`config.mk`:
```
export PLATFORM = sky130hd
export DESIGN_NAME = hmbd_dec
export DESIGN_NICKNAME = d
export VERILOG_FILES = /design/src/handheld_memory_bus_decoder_assert.svh /design/src/hmbd_pkg.sv /design/src/hmbd_dec.sv
export SDC_FILE = /design/constraint.sdc
export NUM_CORES = 1
export LEC_CHECK = 0
export BUFFER_PORTS_ARGS = -buffer_cell sky130_fd_sc_hd__buf_2
export CAP_MARGIN = 20
export CORE_MARGIN = 10
export CORE_UTILIZATION = 33
export DETAILED_ROUTE_END_ITERATION = 10
export PLACE_DENSITY_LB_ADDON = 0.3
export SLEW_MARGIN = 10
export SYNTH_ARGS = -nofsm -noshare
export SYNTH_HDL_FRONTEND = slang
export SYNTH_SLANG_ARGS = --single-unit
```
`constraint.sdc`:
```
create_clock -name vclk -period 1.5
set_input_delay 0.3 -clock vclk [all_inputs]
set_output_delay 0.3 -clock vclk [all_outputs]
set_load 0.02 [all_outputs]
```
`src/handheld_memory_bus_decoder_assert.svh`:
```
// assertion helpers for the bus decoder
`ifndef HANDHELD_MEMORY_BUS_DECODER_ASSERT_SVH
`define HANDHELD_MEMORY_BUS_DECODER_ASSERT_SVH

// same-cycle implication
`define HMBD_ASSERT_NOW(label, ante, cons) \
  label: assert property (@(posedge clk) disable iff (!rst_n) (ante) |-> (cons)) \
    else $error("bus decoder check failed");

// next-cycle implication
`define HMBD_ASSERT_NEXT(label, ante, cons) \
  label: assert property (@(posedge clk) disable iff (!rst_n) (ante) |=> (cons)) \
    else $error("bus decoder check failed");

`endif

```
`src/hmbd_pkg.sv`:
```
package hmbd_pkg;

  localparam int unsigned MEM_AW    = 16;
  // rom 32k, vram 8k, eram 8k, wram 8k, oam 256, hram 128
  localparam int unsigned MEM_DEPTH = 57728;

  localparam logic [2:0] CMD_RD_BYTE  = 3'd0;
  localparam logic [2:0] CMD_RD_SHORT = 3'd1;
  localparam logic [2:0] CMD_WR_BYTE  = 3'd2;
  localparam logic [2:0] CMD_WR_SHORT = 3'd3;
  localparam logic [2:0] CMD_LOAD_ROM = 3'd4;

  localparam logic [15:0] OAM_START  = 16'hFE00;
  localparam logic [15:0] GAP_START  = 16'hFEA0;
  localparam logic [15:0] IO_START   = 16'hFF00;
  localparam logic [15:0] HRAM_START = 16'hFF80;
  localparam logic [15:0] IE_ADDR    = 16'hFFFF;
  localparam logic [7:0]  GAP_BYTE   = 8'hFF;

  // physical layout of the shared memory
  localparam logic [2:0] PH_VRAM = 3'b100;
  localparam logic [2:0] PH_ERAM = 3'b101;
  localparam logic [3:0] PH_WRL  = 4'b1100;
  localparam logic [3:0] PH_WRH  = 4'b1101;
  localparam logic [7:0] PH_OAM  = 8'hE0;
  localparam logic [8:0] PH_HRAM = 9'h1C2;

  typedef enum logic {
    ST_IDLE,
    ST_RESP
  } state_t;

  typedef struct packed {
    logic              en;
    logic              we;
    logic [MEM_AW-1:0] addr;
    logic [7:0]        wdata;
  } mem_req_t;

  typedef struct packed {
    logic              mem_rd;
    logic              mem_we;
    logic [MEM_AW-1:0] mem_addr;
    logic              irq_we;
    logic [7:0]        rd_const;
    logic              io_hit;
    logic [6:0]        io_offset;
    logic              io_wr;
    logic [7:0]        io_wdata;
  } dec_t;

  typedef struct packed {
    logic       mem_rd;
    logic [7:0] rd_const;
    logic       io_hit;
    logic [6:0] io_offset;
    logic       io_wr;
    logic [7:0] io_wdata;
    logic       last;
  } pend_t;

endpackage

```
`src/hmbd_dec.sv`:
```
module hmbd_dec (
  input  logic           [15:0] addr,
  input  logic                  is_write,
  input  logic           [7:0]  wbyte,
  input  logic           [7:0]  irq_val,
  output hmbd_pkg::dec_t        dec
);
  import hmbd_pkg::*;

  logic       mem_hit;
  logic [15:0] phys;

  always_comb begin
    mem_hit       = 1'b0;
    phys          = '0;
    dec           = '0;
    unique case (addr[15:12]) inside
      4'h0, 4'h1, 4'h2, 4'h3, 4'h4, 4'h5, 4'h6, 4'h7: begin
        mem_hit = 1'b1;
        phys    = {1'b0, addr[14:0]};
      end
      4'h8, 4'h9: begin
        mem_hit = 1'b1;
        phys    = {PH_VRAM, addr[12:0]};
      end
      4'hA, 4'hB: begin
        mem_hit = 1'b1;
        phys    = {PH_ERAM, addr[12:0]};
      end
      4'hC, 4'hE: begin
        mem_hit = 1'b1;
        phys    = {PH_WRL, addr[11:0]};
      end
      4'hD: begin
        mem_hit = 1'b1;
        phys    = {PH_WRH, addr[11:0]};
      end
      default: begin
        if (addr < OAM_START) begin
          mem_hit = 1'b1;
          phys    = {PH_WRH, addr[11:0]};
        end else if (addr < GAP_START) begin
          mem_hit = 1'b1;
          phys    = {PH_OAM, addr[7:0]};
        end else if (addr < IO_START) begin
          dec.rd_const = is_write ? 8'h00 : GAP_BYTE;
        end else if (addr < HRAM_START) begin
          dec.io_hit    = 1'b1;
          dec.io_offset = addr[6:0];
          dec.io_wr     = is_write;
          dec.io_wdata  = is_write ? wbyte : 8'h00;
        end else if (addr != IE_ADDR) begin
          mem_hit = 1'b1;
          phys    = {PH_HRAM, addr[6:0]};
        end else begin
          dec.irq_we   = is_write;
          dec.rd_const = is_write ? 8'h00 : irq_val;
        end
      end
    endcase
    dec.mem_addr = phys;
    dec.mem_rd   = mem_hit & ~is_write;
    // rom is read-only from the bus
    dec.mem_we   = mem_hit & is_write & addr[15];
  end

endmodule

```
==> results of run 1 <==
-- logic make-up after synthesis --
logic type	synth area share, %
compound gates	30.3
simple gates	62.0
buf+inv	7.69
-- through the flow --
step	cell area, µm²	instances
detailed placement	1330	211
floorplan	706	89
global placement	1330	211
==> flow_metrics.tcl, run 1 <==
set metrics [dict create \
    yosys.cell_count.top_type "nor2b_1" \
    die_w_um 62.1 \
    start_util_pct 34.3 \
    seq_area_frac_synth_pct 0 \
    cts_setup_buffers 3 \
    ys_warn_count 0 \
    stop_stage "clock tree synthesis (4_1_cts)" \
    synth_cell_type_count 26 \
    rows 15 \
    synth.area.top_cells "nor2b_1 15%, a21oi_1 10%, and3_1 9.6%" \
    status "aborted with a tool error" \
    io_pins 77 \
    synth_top_cell_by_area "nor2b_1" \
    io_buffers 77 \
    die_height_um 62.1 \
    synth_top_area_share_pct 15.0 \
    routabilityCongestion 0.762 \
    synth.avg_cell_area_um2 6.58 \
    pre_cts_ws_ns -0.244 \
    cts_hold_buf 0 \
    hpwlAfterDp_um 2850 \
    synth_nets 122 \
    ys_top_cells_by_count "14 x nor2b_1, 12 x a21oi_1, 9 x and3_1, 9 x nand4_1, 8 x and2_1" \
    cts_resized 120 \
    firstError "[ERROR DPL-0038] Utilization greater than 100%, impossible to legalize" \
    netlist_instances 89 \
    syn_area_um2 586 \
]
==> run 2: changes to the inputs <==
--- a/config.mk
+++ b/config.mk
@@ -7,10 +7,10 @@
 export LEC_CHECK = 0
 export BUFFER_PORTS_ARGS = -buffer_cell sky130_fd_sc_hd__buf_2
 export CAP_MARGIN = 20
-export CORE_MARGIN = 10
-export CORE_UTILIZATION = 33
+export CORE_AREA = 10 10 71 73
 export DETAILED_ROUTE_END_ITERATION = 10
-export PLACE_DENSITY_LB_ADDON = 0.3
+export DIE_AREA = 0 0 81 83
+export PLACE_DENSITY_LB_ADDON = 0.15
 export SLEW_MARGIN = 10
 export SYNTH_ARGS = -nofsm -noshare
 export SYNTH_HDL_FRONTEND = slang
==> run 2 against run 1 <==
The flow now finishes, with violations (setup timing). Synthesized area is the same. Synthesized cell count is the same.
==> flow_metrics.tcl, run 2 <==
set metrics [dict create \
    min_period_ns 1.65 \
    nFillCells 353 \
    core-area_mm2 0.00363 \
    power.density_mw_per_mm2 195 \
    seq_area_frac_synth_pct 0 \
    tightest_slew_ns 0.285 \
    hold_depth 3 \
    seq_cell_count 0 \
    synth.avg_cell_area_um2 6.58 \
    status "finished with violations" \
    synth_top_area_share_pct 15.0 \
    synthXorXnorAreaFrac_pct 0 \
    syn_area_um2 586 \
    synth_top_cell_by_area "nor2b_1" \
    die_w_um 81 \
    critPathCaptureType "output pin" \
    setup_ws_ns -0.153 \
    synthSimpleGateAreaFrac_pct 62.0 \
    grt_max_degree 21 \
    synth.area.mux_share_pct 0 \
    internal-power_uw 195 \
    combPwrFrac_pct 100.0 \
    synth_top_family_by_area "simple AND/OR/NAND/NOR gates" \
    whs_endpoint "dec[2]" \
    finalSetupTns_ns -3.74 \
    synth_nets 122 \
    pwr-share-seq_pct 0 \
    wl_met3_um 367 \
    vias_per_cell 4.51 \
    worstPathArrival_ns 1.35 \
    path_max_fanout 8 \
    antenna_found_initial 0 \
    routedWlPerCell_um 15.7 \
    cp.required_ns 1.20 \
    nets 225 \
    rsz0062_at_grt "yes" \
    p_clk_share_pct 0 \
    violations "setup timing" \
    setup_viol 37 \
    cts_hold_buf 0 \
    hold_path_class "in -> out" \
    cp-start-kind "input port" \
    dr_total_vias 1073 \
    p_sw_uw 155 \
    fin_cells 238 \
    drt-total-wl_um 3730 \
    routabilityCongestion 0.705 \
    fin_util_pct 49.4 \
    first_pass_iters 4 \
    rows 22 \
    ys_warn_count 0 \
    synth_fa_ha_area_share_pct 0 \
    grt_overflow_total 0 \
    critical_path_class "in -> out" \
    synth.area.top_cells "nor2b_1 15%, a21oi_1 10%, and3_1 9.6%" \
    synth_cell_type_count 26 \
    maxSlewViolCount 0 \
    seq_area_um2 0 \
    final_cell_mix "43 x buf_6, 35 x buf_4, 24 x buf_2" \
    dr_wl_met2_um 1880 \
    period_share_pct 110 \
    relSlewSlack_pct 80.7 \
    top_layer_used "met4" \
    dp.cells 230 \
    dr.first_iter.drc_count 34 \
    final_common_cell "buf_6" \
    start_util_pct 16.1 \
    swShare_pct 44.2 \
    hpwlAfterDp_um 2910 \
    peakVddDrop_v 0.0000644 \
    placed_cell_area_mm2 0.00132 \
    cap_viol_max_count 0 \
    io_buffers 77 \
    grt_pass1_wl_um 6140 \
    drc 0 \
    p_leak_nw 0.862 \
    max_freq_ghz 0.605 \
    drive_gt1_share_pct 72.6 \
    grtUsageTotal_pct 10.6 \
    grt_pass1_vias 1212 \
    die_area_mm2 0.00672 \
    total_power_uw 350 \
    synth_compound_area_share_pct 30.3 \
    finalHoldViolations 0 \
    hp-start "wbyte[2]" \
    multi_input_area_um2 736 \
    antenna_cells 0 \
    netlist_instances 89 \
    antenna_left 0 \
    num-clock-buffers 0 \
    ys_top_cells_by_count "14 x nor2b_1, 12 x a21oi_1, 9 x and3_1, 9 x nand4_1, 8 x and2_1" \
    area_growth_pct 207 \
    io_pins 77 \
    yosys.cell_count.top_type "nor2b_1" \
    finalInstanceArea_mm2 0.00180 \
    wirelength_met1_um 1450 \
    die_height_um 83 \
]
[run 2: cell counts after synthesis]
No cell type changed its count.
[run 2: worst max path at each step]
stage,from,endpoint,slack [ns],depth (start not counted)
after detailed placement,addr[5],dec[17],-0.21,5
final,is_write,dec[18],-0.15,5
after floorplan,is_write,dec[17],-0.05,3
after global routing,is_write,dec[20],-0.24,5
after global placement,addr[9],dec[7],-0.19,6
after CTS,is_write,dec[19],-0.15,5
[run 2: kinds of logic (layout without fill, tap and decap cells)]
| family | after synthesis | count (layout) |
|---|---|---|
| AO/OA/AOI/OAI | 27 | 27 |
| AND/OR/NAND/NOR | 53 | 53 |
| buffers and inverters | 9 | 110 |
[run 2: area by class of cell]
cell class | instances | area share [%]
timing repair buffer | 109 | 55.4
inverter | 1 | 0.348
tap | 48 | 3.34
multi-input combinational | 80 | 40.9
[run 2: repair_timing]
item / in CTS / in global routing
gates resized for setup: 103 / 14
setup endpoints to repair: 39 / 44
pin swaps: 8 / 8
setup buffers: 5 / 2
cloned: 2 / 0
[run 2: per-layer routing]
metal | track usage, % | vias up
met4 | 0.626 | 0
met3 | 3.23 | 2
met1 | 12.5 | 487
li1 | - | 541
met2 | 18.9 | 43
met5 | 0 | -
[run 2: power groups by stage]
stage               registers, mW  logic, mW  clock network, mW
finish                          0      0.350                  0
global route                    0      0.377                  0
CTS                             0      0.343                  0
detailed placement              0      0.265                  0
global placement                0      0.262                  0
floorplan                       0      0.126                  0
[run 2: through the flow]
stage | hold WS [ns] | setup WS, ns
final | 0.944 | -0.153
after CTS | 0.944 | -0.154
after global routing | 0.951 | -0.243
after global placement | 0.960 | -0.191
after detailed placement | 0.961 | -0.214
after floorplan | 0.733 | -0.0456
[run 2: critical path, cell delays in order]
cell      delay [ns]
buf_6           0.09
nor2b_4         0.11
a2111o_1        0.51
a21oi_1         0.17
buf_4           0.16
No activity file was read; power rests on OpenSTA's default activity.
